==> src/rtl/xmodem_block_receiver_macros.svh <==
// Assertion helpers used by the top-level receiver RTL.
`ifndef XMODEM_BLOCK_RECEIVER_MACROS_SVH
`define XMODEM_BLOCK_RECEIVER_MACROS_SVH

`define XMR_ASSERT_IMPL(label, clk, rst_n, ante, cons, msg) \
  label: assert property (@(posedge clk) disable iff (!rst_n) (ante) |-> (cons)) \
    else $error(msg);

`define XMR_ASSERT_NEXT(label, clk, rst_n, ante, cons, msg) \
  label: assert property (@(posedge clk) disable iff (!rst_n) (ante) |=> (cons)) \
    else $error(msg);

`endif

==> src/rtl/xmr_pkg.sv <==
package xmr_pkg;

  localparam logic [7:0] B_SOH  = 8'h01;
  localparam logic [7:0] B_STX  = 8'h02;
  localparam logic [7:0] B_EOT  = 8'h04;
  localparam logic [7:0] B_ACK  = 8'h06;
  localparam logic [7:0] B_NAK  = 8'h15;
  localparam logic [7:0] B_CAN  = 8'h18;
  localparam logic [7:0] B_POLL = 8'h43;

  localparam logic [1:0] FUNC_BYTE  = 2'd0;
  localparam logic [1:0] FUNC_TICK  = 2'd1;
  localparam logic [1:0] FUNC_START = 2'd2;

  localparam logic [1:0] REG_RETRY    = 2'd0;
  localparam logic [1:0] REG_POLL     = 2'd1;
  localparam logic [1:0] REG_FALLBACK = 2'd2;
  localparam logic [1:0] REG_CAPACITY = 2'd3;

  localparam logic [2:0] VERD_NONE  = 3'd0;
  localparam logic [2:0] VERD_ACCEPT = 3'd1;
  localparam logic [2:0] VERD_DUP   = 3'd2;
  localparam logic [2:0] VERD_RETRY = 3'd3;
  localparam logic [2:0] VERD_ABORT = 3'd4;

  localparam logic [2:0] STAT_ACTIVE = 3'd0;
  localparam logic [2:0] STAT_DONE   = 3'd1;
  localparam logic [2:0] STAT_CANCEL = 3'd2;
  localparam logic [2:0] STAT_ERROR  = 3'd3;
  localparam logic [2:0] STAT_CAP    = 3'd4;

  localparam int unsigned LONG_BLOCK_BYTES  = 1024;
  localparam int unsigned SHORT_BLOCK_BYTES = 128;

  typedef enum logic [3:0] {
    PH_IDLE  = 4'b0001,
    PH_POLL  = 4'b0010,
    PH_FRAME = 4'b0100,
    PH_NEXT  = 4'b1000
  } phase_e;

  // Kind of response sequence the back end has to play out.
  typedef enum logic [2:0] {
    ACT_NONE    = 3'd0,
    ACT_SINGLE  = 3'd1,
    ACT_ACK2    = 3'd2,
    ACT_CAN3    = 3'd3,
    ACT_SILENT  = 3'd4
  } act_e;

  typedef struct packed {
    act_e       act;
    logic       tx_valid;
    logic [7:0] tx_byte;
    logic       payload_valid;
    logic [7:0] payload_byte;
    logic [2:0] verdict;
    logic [2:0] status;
    logic [23:0] count;
  } cmd_t;

  typedef struct packed {
    logic       tx_valid;
    logic [7:0] tx_byte;
    logic       payload_valid;
    logic [7:0] payload_byte;
    logic [2:0] frame_verdict;
    logic [2:0] session_status;
    logic [23:0] delivered_count;
    logic       last;
  } res_t;

  function automatic logic [15:0] crc_byte(input logic [15:0] c, input logic [7:0] b);
    logic [15:0] r;
    r = c ^ {b, 8'h00};
    for (int i = 0; i < 8; i++) begin
      r = r[15] ? ((r << 1) ^ 16'h1021) : (r << 1);
    end
    return r;
  endfunction

endpackage

==> src/rtl/xmr_if.sv <==
interface xmr_in_if;
  logic       valid;
  logic       ready;
  logic [1:0] func;
  logic [7:0] rx_byte;
  modport source (output valid, func, rx_byte, input ready);
  modport sink (input valid, func, rx_byte, output ready);
endinterface

interface xmr_out_if;
  logic        valid;
  logic        ready;
  logic        tx_valid;
  logic [7:0]  tx_byte;
  logic        payload_valid;
  logic [7:0]  payload_byte;
  logic [2:0]  frame_verdict;
  logic [2:0]  session_status;
  logic [23:0] delivered_count;
  logic        last;
  modport source (output valid, tx_valid, tx_byte, payload_valid, payload_byte,
                  frame_verdict, session_status, delivered_count, last, input ready);
  modport sink (input valid, tx_valid, tx_byte, payload_valid, payload_byte,
                frame_verdict, session_status, delivered_count, last, output ready);
endinterface

interface xmr_cfg_if;
  logic        valid;
  logic        ready;
  logic [1:0]  index;
  logic [23:0] data;
  modport source (output valid, index, data, input ready);
  modport sink (input valid, index, data, output ready);
endinterface

==> src/rtl/xmr_front.sv <==
module xmr_front #(
  parameter int unsigned COUNT_BITS = 24
) (
  input  logic              clk_i,
  input  logic              rst_ni,
  input  logic              take_i,
  input  logic [1:0]        func_i,
  input  logic [7:0]        rx_byte_i,
  input  logic [5:0]        retry_limit_i,
  input  logic [7:0]        poll_limit_i,
  input  logic [7:0]        fallback_poll_i,
  input  logic [23:0]       capacity_i,
  output xmr_pkg::cmd_t     cmd_o
);

  localparam logic [COUNT_BITS-1:0] CMAX = {COUNT_BITS{1'b1}};

  xmr_pkg::phase_e phase_q, phase_d;
  logic        crc_mode_q, crc_mode_d;
  logic [7:0]  poll_q, poll_d;
  logic [7:0]  exp_q, exp_d;
  logic [5:0]  retry_q, retry_d;
  logic [10:0] idx_q, idx_d;
  logic        long_q, long_d;
  logic [7:0]  blk_q, blk_d, cmp_q, cmp_d;
  logic [15:0] crc_q, crc_d;
  logic [7:0]  sum_q, sum_d, chk_q, chk_d;
  logic [COUNT_BITS-1:0] acc_q, acc_d;

  xmr_pkg::cmd_t c;
  logic [10:0] nlen;
  logic [COUNT_BITS:0] acc_sum;
  logic good, chk_ok, at_end;
  logic [6:0] nr;
  logic crc_eff;

  always_comb begin
    phase_d = phase_q; crc_mode_d = crc_mode_q; poll_d = poll_q; exp_d = exp_q;
    retry_d = retry_q; idx_d = idx_q; long_d = long_q; blk_d = blk_q; cmp_d = cmp_q;
    crc_d = crc_q; sum_d = sum_q; chk_d = chk_q; acc_d = acc_q;
    c = '0;
    c.act = xmr_pkg::ACT_NONE;
    nlen = long_q ? 11'(xmr_pkg::LONG_BLOCK_BYTES) : 11'(xmr_pkg::SHORT_BLOCK_BYTES);
    acc_sum = {1'b0, acc_q} + (COUNT_BITS+1)'(nlen);
    good = 1'b0; chk_ok = 1'b0; at_end = 1'b0; crc_eff = crc_mode_q;
    nr = {1'b0, retry_q} + 7'd1;
    if (take_i) begin
      case (func_i)
        xmr_pkg::FUNC_START: begin
          exp_d = 8'd1; retry_d = '0; idx_d = '0; long_d = 1'b0; blk_d = '0;
          cmp_d = '0; crc_d = '0; sum_d = '0; chk_d = '0; acc_d = '0;
          phase_d = xmr_pkg::PH_POLL;
          crc_eff = (fallback_poll_i != 8'd0);
          crc_mode_d = crc_eff;
          poll_d = 8'd1;
          c.act = xmr_pkg::ACT_SINGLE; c.tx_valid = 1'b1;
          c.tx_byte = crc_eff ? xmr_pkg::B_POLL : xmr_pkg::B_NAK;
        end
        xmr_pkg::FUNC_TICK: begin
          if (phase_q == xmr_pkg::PH_POLL) begin
            if (poll_q >= poll_limit_i) begin
              c.act = xmr_pkg::ACT_CAN3; c.status = xmr_pkg::STAT_ERROR;
              phase_d = xmr_pkg::PH_IDLE;
            end else begin
              if (poll_q >= fallback_poll_i) crc_eff = 1'b0;
              crc_mode_d = crc_eff;
              if (poll_q != 8'hFF) poll_d = poll_q + 8'd1;
              c.act = xmr_pkg::ACT_SINGLE; c.tx_valid = 1'b1;
              c.tx_byte = crc_eff ? xmr_pkg::B_POLL : xmr_pkg::B_NAK;
            end
          end else if (phase_q == xmr_pkg::PH_FRAME || phase_q == xmr_pkg::PH_NEXT) begin
            c.act = xmr_pkg::ACT_CAN3; c.status = xmr_pkg::STAT_ERROR;
            phase_d = xmr_pkg::PH_IDLE;
          end
        end
        xmr_pkg::FUNC_BYTE: begin
          if (phase_q == xmr_pkg::PH_POLL || phase_q == xmr_pkg::PH_NEXT) begin
            if (rx_byte_i == xmr_pkg::B_SOH || rx_byte_i == xmr_pkg::B_STX) begin
              long_d = (rx_byte_i == xmr_pkg::B_STX);
              idx_d = '0; crc_d = '0; sum_d = '0; chk_d = '0;
              phase_d = xmr_pkg::PH_FRAME;
            end else if (rx_byte_i == xmr_pkg::B_EOT) begin
              c.act = xmr_pkg::ACT_ACK2; c.status = xmr_pkg::STAT_DONE;
              phase_d = xmr_pkg::PH_IDLE;
            end else if (rx_byte_i == xmr_pkg::B_CAN) begin
              c.act = xmr_pkg::ACT_SILENT; c.status = xmr_pkg::STAT_CANCEL;
              phase_d = xmr_pkg::PH_IDLE;
            end else begin
              c.act = xmr_pkg::ACT_CAN3; c.status = xmr_pkg::STAT_ERROR;
              phase_d = xmr_pkg::PH_IDLE;
            end
          end else if (phase_q == xmr_pkg::PH_FRAME) begin
            idx_d = idx_q + 11'd1;
            if (idx_q == 11'd0) blk_d = rx_byte_i;
            else if (idx_q == 11'd1) cmp_d = rx_byte_i;
            else if (idx_q < nlen + 11'd2) begin
              crc_d = xmr_pkg::crc_byte(crc_q, rx_byte_i);
              sum_d = sum_q + rx_byte_i;
              c.act = xmr_pkg::ACT_SINGLE; c.payload_valid = 1'b1;
              c.payload_byte = rx_byte_i;
            end else if (crc_mode_q) begin
              if (idx_q == nlen + 11'd2) chk_d = rx_byte_i;
              else begin
                at_end = 1'b1; chk_ok = ({chk_q, rx_byte_i} == crc_q);
              end
            end else begin
              at_end = 1'b1; chk_ok = (rx_byte_i == sum_q);
            end
            if (at_end) begin
              good = chk_ok && ((blk_q ^ cmp_q) == 8'hFF);
              if (good && blk_q == exp_q) begin
                acc_d = acc_sum[COUNT_BITS] ? CMAX : acc_sum[COUNT_BITS-1:0];
                exp_d = exp_q + 8'd1; retry_d = '0;
                c.act = xmr_pkg::ACT_SINGLE; c.tx_valid = 1'b1;
                c.tx_byte = xmr_pkg::B_ACK; c.verdict = xmr_pkg::VERD_ACCEPT;
                phase_d = xmr_pkg::PH_NEXT;
                c.status = (32'(acc_d) >= 32'(capacity_i))
                           ? xmr_pkg::STAT_CAP : xmr_pkg::STAT_ACTIVE;
              end else if (good && blk_q == exp_q - 8'd1) begin
                retry_d = '0;
                c.act = xmr_pkg::ACT_SINGLE; c.tx_valid = 1'b1;
                c.tx_byte = xmr_pkg::B_ACK; c.verdict = xmr_pkg::VERD_DUP;
                phase_d = xmr_pkg::PH_NEXT;
              end else if (nr <= {1'b0, retry_limit_i}) begin
                retry_d = nr[5:0];
                c.act = xmr_pkg::ACT_SINGLE; c.tx_valid = 1'b1;
                c.tx_byte = xmr_pkg::B_NAK; c.verdict = xmr_pkg::VERD_RETRY;
                phase_d = xmr_pkg::PH_NEXT;
              end else begin
                retry_d = '0;
                c.act = xmr_pkg::ACT_CAN3; c.verdict = xmr_pkg::VERD_ABORT;
                c.status = xmr_pkg::STAT_ERROR;
                phase_d = xmr_pkg::PH_IDLE;
              end
            end
          end
        end
        default: begin
        end
      endcase
    end
    c.count = 24'(acc_d);
  end

  assign cmd_o = c;

  always_ff @(posedge clk_i or negedge rst_ni) begin
    if (!rst_ni) begin
      phase_q <= xmr_pkg::PH_IDLE; crc_mode_q <= 1'b1; poll_q <= '0; exp_q <= 8'd1;
      retry_q <= '0; idx_q <= '0; long_q <= 1'b0; blk_q <= '0; cmp_q <= '0;
      crc_q <= '0; sum_q <= '0; chk_q <= '0; acc_q <= '0;
    end else begin
      phase_q <= phase_d; crc_mode_q <= crc_mode_d; poll_q <= poll_d; exp_q <= exp_d;
      retry_q <= retry_d; idx_q <= idx_d; long_q <= long_d; blk_q <= blk_d;
      cmp_q <= cmp_d; crc_q <= crc_d; sum_q <= sum_d; chk_q <= chk_d; acc_q <= acc_d;
    end
  end

endmodule

==> src/rtl/xmr_queue.sv <==
module xmr_queue (
  input  logic          clk_i,
  input  logic          rst_ni,
  input  logic          push_i,
  input  xmr_pkg::cmd_t data_i,
  input  logic          pop_i,
  output xmr_pkg::cmd_t data_o,
  output logic          empty_o,
  output logic          full_o
);

  xmr_pkg::cmd_t mem_q [2];
  logic       wp_q, rp_q;
  logic [1:0] cnt_q;

  always_ff @(posedge clk_i) begin
    if (push_i) mem_q[wp_q] <= data_i;
  end

  always_ff @(posedge clk_i or negedge rst_ni) begin
    if (!rst_ni) begin
      wp_q <= 1'b0; rp_q <= 1'b0; cnt_q <= '0;
    end else begin
      if (push_i) wp_q <= ~wp_q;
      if (pop_i) rp_q <= ~rp_q;
      cnt_q <= cnt_q + 2'(push_i) - 2'(pop_i);
    end
  end

  assign data_o  = mem_q[rp_q];
  assign empty_o = (cnt_q == 2'd0);
  assign full_o  = (cnt_q == 2'd2);

endmodule

==> src/rtl/xmr_back.sv <==
module xmr_back (
  input  logic          clk_i,
  input  logic          rst_ni,
  input  xmr_pkg::cmd_t cmd_i,
  input  logic          cmd_valid_i,
  output logic          cmd_pop_o,
  output logic          res_valid_o,
  output xmr_pkg::res_t res_o,
  input  logic          res_ready_i
);

  logic [1:0] step_q, step_d;
  logic [1:0] total;
  logic       out_v_q;
  xmr_pkg::res_t out_q;
  xmr_pkg::res_t r;
  logic       load;

  always_comb begin
    case (cmd_i.act)
      xmr_pkg::ACT_ACK2: total = 2'd2;
      xmr_pkg::ACT_CAN3: total = 2'd3;
      default:           total = 2'd1;
    endcase
    r.tx_valid = cmd_i.tx_valid;
    r.tx_byte = cmd_i.tx_byte;
    r.payload_valid = cmd_i.payload_valid;
    r.payload_byte = cmd_i.payload_byte;
    r.frame_verdict = (step_q == 2'd0) ? cmd_i.verdict : xmr_pkg::VERD_NONE;
    r.session_status = cmd_i.status;
    r.delivered_count = cmd_i.count;
    r.last = (step_q + 2'd1 == total);
    case (cmd_i.act)
      xmr_pkg::ACT_ACK2: begin r.tx_valid = 1'b1; r.tx_byte = xmr_pkg::B_ACK; end
      xmr_pkg::ACT_CAN3: begin r.tx_valid = 1'b1; r.tx_byte = xmr_pkg::B_CAN; end
      xmr_pkg::ACT_SILENT: begin r.tx_valid = 1'b0; r.tx_byte = '0; end
      default: begin
      end
    endcase
    load = cmd_valid_i && (!out_v_q || res_ready_i);
    step_d = step_q;
    cmd_pop_o = 1'b0;
    if (load) begin
      if (r.last) begin
        step_d = '0; cmd_pop_o = 1'b1;
      end else begin
        step_d = step_q + 2'd1;
      end
    end
  end

  always_ff @(posedge clk_i) begin
    if (load) out_q <= r;
  end

  always_ff @(posedge clk_i or negedge rst_ni) begin
    if (!rst_ni) begin
      step_q <= '0; out_v_q <= 1'b0;
    end else begin
      step_q <= step_d;
      if (load) out_v_q <= 1'b1;
      else if (res_ready_i) out_v_q <= 1'b0;
    end
  end

  assign res_valid_o = out_v_q;
  assign res_o = out_q;

endmodule

==> src/rtl/xmodem_block_receiver.sv <==
// The first result of a request goes through the command queue and the output register
// and is held back while earlier results still wait; ACK and CAN bursts come from one
// queued command. Throughput: one request per cycle while the queue is not full; a
// request with two or three results holds the output side until its last is loaded, and
// a two-entry command queue between the front and back ends absorbs that. Reset clears
// session state to idle and the registers to their defaults at once; no clearing pass.
module xmodem_block_receiver #(
  parameter int unsigned COUNT_BITS = 24
) (
  input  logic  clk_i,
  input  logic  rst_ni,
  xmr_in_if.sink    in_if,
  xmr_cfg_if.sink   cfg_if,
  xmr_out_if.source out_if
);

  `include "xmodem_block_receiver_macros.svh"

  logic [5:0]  retry_q;
  logic [7:0]  poll_q, fb_q;
  logic [23:0] cap_q;
  xmr_pkg::cmd_t cmd, qcmd;
  xmr_pkg::res_t res;
  logic take, push, pop, empty, full;

  assign cfg_if.ready = 1'b1;
  always_ff @(posedge clk_i or negedge rst_ni) begin
    if (!rst_ni) begin
      retry_q <= 6'd32; poll_q <= 8'd60; fb_q <= 8'd30; cap_q <= 24'd1024;
    end else if (cfg_if.valid) begin
      case (cfg_if.index)
        xmr_pkg::REG_RETRY:    retry_q <= cfg_if.data[5:0];
        xmr_pkg::REG_POLL:     poll_q <= cfg_if.data[7:0];
        xmr_pkg::REG_FALLBACK: fb_q <= cfg_if.data[7:0];
        xmr_pkg::REG_CAPACITY: cap_q <= cfg_if.data;
        default: begin
        end
      endcase
    end
  end

  assign in_if.ready = !full;
  assign take = in_if.valid && in_if.ready;

  xmr_front #(.COUNT_BITS(COUNT_BITS)) u_front (
    .clk_i, .rst_ni, .take_i(take), .func_i(in_if.func), .rx_byte_i(in_if.rx_byte),
    .retry_limit_i(retry_q), .poll_limit_i(poll_q), .fallback_poll_i(fb_q),
    .capacity_i(cap_q), .cmd_o(cmd)
  );

  assign push = take && (cmd.act != xmr_pkg::ACT_NONE);

  xmr_queue u_queue (
    .clk_i, .rst_ni, .push_i(push), .data_i(cmd), .pop_i(pop),
    .data_o(qcmd), .empty_o(empty), .full_o(full)
  );

  xmr_back u_back (
    .clk_i, .rst_ni, .cmd_i(qcmd), .cmd_valid_i(!empty), .cmd_pop_o(pop),
    .res_valid_o(out_if.valid), .res_o(res), .res_ready_i(out_if.ready)
  );

  assign out_if.tx_valid = res.tx_valid;
  assign out_if.tx_byte = res.tx_byte;
  assign out_if.payload_valid = res.payload_valid;
  assign out_if.payload_byte = res.payload_byte;
  assign out_if.frame_verdict = res.frame_verdict;
  assign out_if.session_status = res.session_status;
  assign out_if.delivered_count = res.delivered_count;
  assign out_if.last = res.last;

  `XMR_ASSERT_IMPL(a_no_overflow, clk_i, rst_ni, full, !push, "queue overflow")
  `XMR_ASSERT_IMPL(a_pop_nonempty, clk_i, rst_ni, pop, !empty, "pop of empty queue")
  `XMR_ASSERT_NEXT(a_hold, clk_i, rst_ni, out_if.valid && !out_if.ready,
                   out_if.valid, "result dropped while stalled")

endmodule

==> src/flat_wrapper.sv <==
// flat-port wrapper written by rule: the top's interface ports become plain ports
module xmodem_block_receiver_flat 
#(
  parameter int unsigned COUNT_BITS = 24
)
  (clk_i, rst_ni, in_if_valid, in_if_func, in_if_rx_byte, in_if_ready, cfg_if_valid, cfg_if_index, cfg_if_data, cfg_if_ready, out_if_valid, out_if_tx_valid, out_if_tx_byte, out_if_payload_valid, out_if_payload_byte, out_if_frame_verdict, out_if_session_status, out_if_delivered_count, out_if_last, out_if_ready);
  xmr_in_if in_if_i ();
  xmr_cfg_if cfg_if_i ();
  xmr_out_if out_if_i ();
  input  logic clk_i;
  input  logic rst_ni;
  input wire logic [$bits(in_if_i.valid)-1:0] in_if_valid;
  input wire logic [$bits(in_if_i.func)-1:0] in_if_func;
  input wire logic [$bits(in_if_i.rx_byte)-1:0] in_if_rx_byte;
  output wire logic [$bits(in_if_i.ready)-1:0] in_if_ready;
  input wire logic [$bits(cfg_if_i.valid)-1:0] cfg_if_valid;
  input wire logic [$bits(cfg_if_i.index)-1:0] cfg_if_index;
  input wire logic [$bits(cfg_if_i.data)-1:0] cfg_if_data;
  output wire logic [$bits(cfg_if_i.ready)-1:0] cfg_if_ready;
  output wire logic [$bits(out_if_i.valid)-1:0] out_if_valid;
  output wire logic [$bits(out_if_i.tx_valid)-1:0] out_if_tx_valid;
  output wire logic [$bits(out_if_i.tx_byte)-1:0] out_if_tx_byte;
  output wire logic [$bits(out_if_i.payload_valid)-1:0] out_if_payload_valid;
  output wire logic [$bits(out_if_i.payload_byte)-1:0] out_if_payload_byte;
  output wire logic [$bits(out_if_i.frame_verdict)-1:0] out_if_frame_verdict;
  output wire logic [$bits(out_if_i.session_status)-1:0] out_if_session_status;
  output wire logic [$bits(out_if_i.delivered_count)-1:0] out_if_delivered_count;
  output wire logic [$bits(out_if_i.last)-1:0] out_if_last;
  input wire logic [$bits(out_if_i.ready)-1:0] out_if_ready;
  assign in_if_i.valid = in_if_valid;
  assign in_if_i.func = in_if_func;
  assign in_if_i.rx_byte = in_if_rx_byte;
  assign in_if_ready = in_if_i.ready;
  assign cfg_if_i.valid = cfg_if_valid;
  assign cfg_if_i.index = cfg_if_index;
  assign cfg_if_i.data = cfg_if_data;
  assign cfg_if_ready = cfg_if_i.ready;
  assign out_if_valid = out_if_i.valid;
  assign out_if_tx_valid = out_if_i.tx_valid;
  assign out_if_tx_byte = out_if_i.tx_byte;
  assign out_if_payload_valid = out_if_i.payload_valid;
  assign out_if_payload_byte = out_if_i.payload_byte;
  assign out_if_frame_verdict = out_if_i.frame_verdict;
  assign out_if_session_status = out_if_i.session_status;
  assign out_if_delivered_count = out_if_i.delivered_count;
  assign out_if_last = out_if_i.last;
  assign out_if_i.ready = out_if_ready;
  xmodem_block_receiver #(.COUNT_BITS(COUNT_BITS)) u_core (.clk_i(clk_i), .rst_ni(rst_ni), .in_if(in_if_i), .cfg_if(cfg_if_i), .out_if(out_if_i));
endmodule
==> config.mk <==
export PLATFORM = sky130hd
export DESIGN_NAME = xmodem_block_receiver_flat
export DESIGN_NICKNAME = d
export VERILOG_FILES = /design/src/rtl/xmr_pkg.sv /design/src/rtl/xmr_if.sv /design/src/rtl/xmr_front.sv /design/src/rtl/xmr_queue.sv /design/src/rtl/xmr_back.sv /design/src/rtl/xmodem_block_receiver.sv /design/src/flat_wrapper.sv
export VERILOG_INCLUDE_DIRS = /design/src /design/src/rtl
export SDC_FILE = /design/constraint.sdc
export NUM_CORES = 1
export LEC_CHECK = 0
export ABC_CLOCK_PERIOD_IN_PS = 6400
export BUFFER_PORTS_ARGS = -buffer_cell sky130_fd_sc_hd__buf_2
export CAP_MARGIN = 20
export CORE_MARGIN = 10
export CORE_UTILIZATION = 30
export CTS_CLUSTER_SIZE = 24
export DETAILED_ROUTE_END_ITERATION = 8
export PLACE_DENSITY = 0.54
export SYNTH_ARGS = -nofsm -noshare
export SYNTH_HDL_FRONTEND = slang
export SYNTH_SLANG_ARGS = --single-unit
==> constraint.sdc <==
create_clock -name clk_i -period 6.4 [get_ports clk_i]
set_clock_uncertainty 0.05 [all_clocks]
set_input_delay 0.32 -clock clk_i [delete_from_list [all_inputs] [get_ports clk_i]]
set_output_delay 0.32 -clock clk_i [all_outputs]
set_load 0.01 [all_outputs]
Yosys cells after proc, flatten, opt, wreduce, memory -nomap -nowiden

Memories as Yosys holds them, arrays and structs flattened.
Cells that the tools add are included.

Logic and storage cells: 303
Output and inout bits: 52
RAM bits: 102
Memories kept: 1
Bits of input ports: 41
Flip-flop bits (word level): 213

Memories:

| name                 | words | bits a word | read ports | clocked after memory_dff | write ports | RTL line        | RTL |
|---|---|---|---|---|---|---|---|
| u_core.u_queue.mem_q | 2     | 51          | 1          | 0                        | 1           | xmr_queue.sv:12 | `xmr_pkg::cmd_t mem_q [2];` |

Multiplexer cells: 157
Reduce and logical (&&, ||, !) cells: 39
Add/subtract/negate cells: 11
Order comparisons: 5
Eq/ne operators: 48
Bitwise logic cells: 12

Operators with widths:

| cell                                 | number |
|---|---|
| 2-to-1 mux 8 bit                     | 27 |
| 2-to-1 mux 24 bit                    | 6 |
| 2-to-1 mux 13 bit                    | 8 |
| 2-to-1 mux 16 bit                    | 6 |
| case mux 8 bit (2 select lines)      | 6 |
| 2-to-1 mux 11 bit                    | 6 |
| 2-to-1 mux 27 bit                    | 2 |
| 2-to-1 mux 9 bit                     | 6 |
| 2-to-1 mux 6 bit                     | 8 |
| case mux 24 bit (2 select lines)     | 1 |
| 2-to-1 mux 1 bit                     | 37 |
| 2-to-1 mux 4 bit                     | 9 |
| case mux 12 bit (3 select lines)     | 1 |
| 2-to-1 mux 3 bit                     | 11 |
| != test 3 bit, second input constant | 11 |
| case mux 16 bit (2 select lines)     | 1 |
| case mux 9 bit (3 select lines)      | 1 |
| adder 24 x 11 -> 25 bit              | 1 |
| equality test 8 bit                  | 3 |
| >= comparator 24 bit                 | 1 |
| 2-to-1 mux 12 bit                    | 2 |
| != test 2 bit, second input constant | 12 |
| inverter 3 bit                       | 8 |
| case mux 11 bit (2 select lines)     | 1 |
| 54 further kinds                     | 97 |

Depth between registers and ports, before layout

Word-level depth: 25
Depth in mapped cells: 19
Gate-level depth less buffers: 16

Modules after synthesis

A second synthesis with hierarchy kept.

Cell total of the unflattened synthesis: 1314
Area, all modules: 16131.7 um^2

By module, submodules not included:

| module                | cells each | sequential area each (um^2) | instances | area each (um^2) |
|---|---|---|---|---|
| xmr_front             | 939        | 2781.4                      | 1         | 8299.2 |
| xmr_queue             | 174        | 3163.0                      | 1         | 4129.0 |
| xmodem_block_receiver | 104        | 1163.6                      | 1         | 1871.8 |
| xmr_back              | 97         | 1546.5                      | 1         | 1831.8 |

Worst setup path before layout

No wires, ideal clock.

Kind: reg-to-reg
Start point: register u_core.poll_q[5]
End point: memory u_core.u_queue.mem_q[1][0] (netlist name), enable pin
Setup slack: 1724 ps
Required time: 5891 ps
Setup time: 459 ps
Data arrival time: 4166 ps
Path buffers: 0
Cell stages (with the launch flop): 9
Cells stage by stage: dfstp_2 > inv_1 > ha_1 > nand4_1 > or4_1 > a21o_1 > a21boi_0 > o21a_1 > nor2b_1

Longest elaborated chain between the ends: 9

RTL lines:

| element                                | RTL line                    | RTL |
|---|---|---|
| start, declared                        | xmodem_block_receiver.sv:20 | `logic [7:0] poll_q, fb_q;` |
| start signal, assigned                 | xmodem_block_receiver.sv:33 | `xmr_pkg::REG_POLL: poll_q <= cfg_if.data[7:0];` |
| >= comparator 8 bit                    | xmr_front.sv:61             | `if (poll_q >= poll_limit_i) begin` |
| 2-to-1 mux 2 bit                       | xmr_front.sv:61             |  |
| 2-to-1 mux 3 bit                       | xmr_front.sv:60             | `if (phase_q == xmr_pkg::PH_POLL) begin` |
| case mux 12 bit (3 select lines)       | xmr_front.sv:48             | `case (func_i)` |
| 2-to-1 mux 27 bit                      | xmr_front.sv:47             | `if (take_i) begin` |
| nonzero test 3 bit                     | xmodem_block_receiver.sv:51 | `assign push = take && (cmd.act != xmr_pkg::ACT_NONE);` |
| logical AND 1 bit                      | xmodem_block_receiver.sv:51 |  |
| 2-to-1 mux 1 bit                       | xmr_queue.sv:17             | `if (push_i) mem_q[wp_q] <= data_i;` |
| 2-to-1 mux 1 bit (not written as such) | xmr_queue.sv:17             |  |
| end, declared                          | xmr_queue.sv:12             |  |

No other way between the ends.

==> results.cfg <==
[floorplanning]
dieWidth_um = 244
core_area_um2 = 50000
start_util = 0.302
io_pins = 93
die_area_um2 = 59700
die_y_um = 244
rows = 82

[yosys]
synth_top_area_share = 0.284
synth_commonest_cells = 151 x dfrtp_1, 143 x edfxtp_1, 95 x mux2_2, 89 x o21ai_0, 79 x inv_1
synth_compound_area_frac = 0.103
synth-edff-count = 143
synth_area_per_cell_um2 = 11.8
synth-seq-cells = 307
synth_cell_type_count = 72
synth_top_family_by_area = simple AND/OR/NAND/NOR gates
yosysWarnings = 0
synth_area_leader_cell = edfxtp_1
synth_async_sr_flop_share = 0.534
synth_cells = 1285
synth.area.top_cells = edfxtp_1 28%, dfrtp_1 25%, mux2_2 7.1%
synth.most_common_cell = dfrtp_1
synthAdderAreaFrac = 0.0585
seq_area_frac_synth = 0.557
synthMuxAreaShare = 0.0781
synth_xor_area_frac = 0.0516
syn-cell-area_um2 = 15100
synthSimpleGateAreaFrac = 0.117
ys.flop_type = dfrtp_1

[power]
power.density_nw_per_um2 = 351
p_leak_nw = 7.50
ir_worst_vdd_mv = 0.183

[place]
dp_hpwl_um = 25400
dp_cells = 2009
place_ws_ns = 2.19
gp_congestion = 0.836
port_buffers = 89

[global_route]
grt-ovfl-total = 0
grt_pass1_wl_um = 57500
grtUsageTotal = 0.120
first_global_vias = 10100
grt_max_degree = 100
grt_antenna_before_repair = 3

[clock_tree]
cts_resized = 0
clkLatencyLatePin_ns = 0.55
cts_tree = yes
clk_pin_slew_ns = 0.06
cts.path.max_buffers = 3
clock-sinks = 307
holdBufCountCts = 20
post_cts_buffers = 0
root_buffer = clkbuf_16
cts-htree-levels = 2
cts_buffers = 36

[sta]
hold_viol = 0
setup-violations-final = 0
maxSlewViolCount = 0
worst_pin_slew_ns = 1.01
fmax_mhz = 235
worst_slack_ns = 2.14
max_slew_margin = 0.322
holdWs_ns = 0.0224
period_needed_ns = 4.26
rsz0062_at_grt = false
tns_ns = 0
min_period_over_period = 0.666

[worst_setup_path]
slowest_delay_ns = 0.70
worst_path_max_delay_cell = or3_1
crit_fanout = 29
cp_cell_sequence = ha_1, and4_1, o21ai_0, or2_2, or3_1, o21ai_0, ha_1, nand4_1, a211oi_1, o41ai_1, a21oi_1, o21ai_0, a21oi_1
start_kind = flip-flop
crit_buf_inv = 0
crit_family = compound AO/OA/AOI/OAI gates
cp_data_required_time_ns = 6.71
cpMostUsedCell = o21ai_0
crit_type = reg2reg
end_kind = flip-flop
arrival_ns = 4.57

[status]
status = finished, final reports clean

[layout]
drive_gt1_frac = 0.200
nNetsFinal = 1508
area_growth_pct = 17.3
final_cell_count_no_fill = 2098

[detailed_routing]
routed_wl_um = 36000
postRouteAntennaNets = 0
vias_per_cell = 4.81
firstDrtPassIters = 7
drc = 0
drt-initial-drc-count = 595
wl_per_cell_um = 17.2
num_vias = 10100

[hold_path]
hp-class = in2reg

[run]
drv_cap = 0
## layout by cell type (no fill, tap or decap), types with 41 or more instances in the layout
cell type	netlist	final
dfrtp_1	151	150
o21ai_0	89	89
nor2_1	67	66
edfxtp_1	143	143
buf_2	10	89
a21oi_1	41	41
ha_1	69	69
xnor2_1	53	53
inv_1	79	79
mux2_2	95	95
nand2_1	78	78
## kinds of logic (layout without fill, tap and decap cells)
| kind of cell | Yosys count | in the layout |
|---|---|---|
| AND/OR/NAND/NOR | 340 | 340 |
| flip-flops | 307 | 307 |
| other | 2 | 4 |
| XOR/XNOR | 89 | 89 |
| buffers and inverters | 129 | 268 |
| adder cells (fa/ha/maj) | 70 | 70 |
| AO/OA/AOI/OAI | 242 | 242 |
| multiplexers | 106 | 106 |
## per-stage QoR
step / area (um2) / utilization / power (mW)
6_report: 17700 / 0.355 / 6.22
5_1_grt: 17700 / 0.355 / 6.56
4_1_cts: 17700 / 0.354 / 6.33
2_1_floorplan: 15100 / - / 3.67
3_3_place_gp: 16300 / 0.326 / 4.15
3_5_place_dp: 16300 / 0.326 / 4.18
## sequential cells by signal (all words and copies together) (netlist names), 11 cells and up
register              flops
u_core.cap_q             24
u_core.u_front.idx_q     11
u_core.u_front.acc_q     24
u_core.u_front.crc_q     16
u_core.u_queue.mem_q     96
u_core.u_back.res_o      47
## area by class of cell
cell class / instances / area (um2)
Antenna cell: 1 / 2.50
Clock buffer: 47 / 972
Clock inverter: 19 / 240
Fill cell: 4895 / 32200
Inverter: 79 / 297
Multi-Input combinational cell: 850 / 6190
Sequential cell: 307 / 8420
Tap cell: 672 / 841
Timing Repair Buffer: 123 / 758
## power breakdown
part	switching [mW]	internal [mW]
combinational	0.788	0.573
clock	0.850	1.25
sequential	0.186	2.57
## worst paths after layout
| path | slack [ns] | cells past startpoint | start | to |
|---|---|---|---|---|
| setup reg to reg | 2.14 | 13 | u_core.u_front.long_q | u_core.u_queue.mem_q[0][26] |
| hold / removal | 0.02 | 2 | cfg_if_data[7] | u_core.cap_q[7] |
| setup / recovery | 2.14 | 13 | u_core.u_front.long_q | u_core.u_queue.mem_q[0][26] |
| max in group asynchronous | 4.39 | 3 | rst_ni | u_core.cap_q[13] |
| min in group asynchronous | 0.41 | 2 | rst_ni | u_core.u_front.sum_q[5] |
| hold reg to reg | 0.44 | 2 | u_core.u_front.sum_q[5] | u_core.u_front.sum_q[5] |
## routing by layer
metal / part of all wire / track usage / wire length [um] / vias to the layer above
li1: - / - / - / 4870
met1: 0.48 / 0.164 / 17300 / 4969
met2: 0.45 / 0.186 / 16300 / 184
met3: 0.042 / 0.0217 / 1500 / 57
met4: 0.024 / 0.0435 / 869 / 6
met5: 0.0011 / 0 / 41 / -
Note: power is estimated with default switching activity, not from simulation.
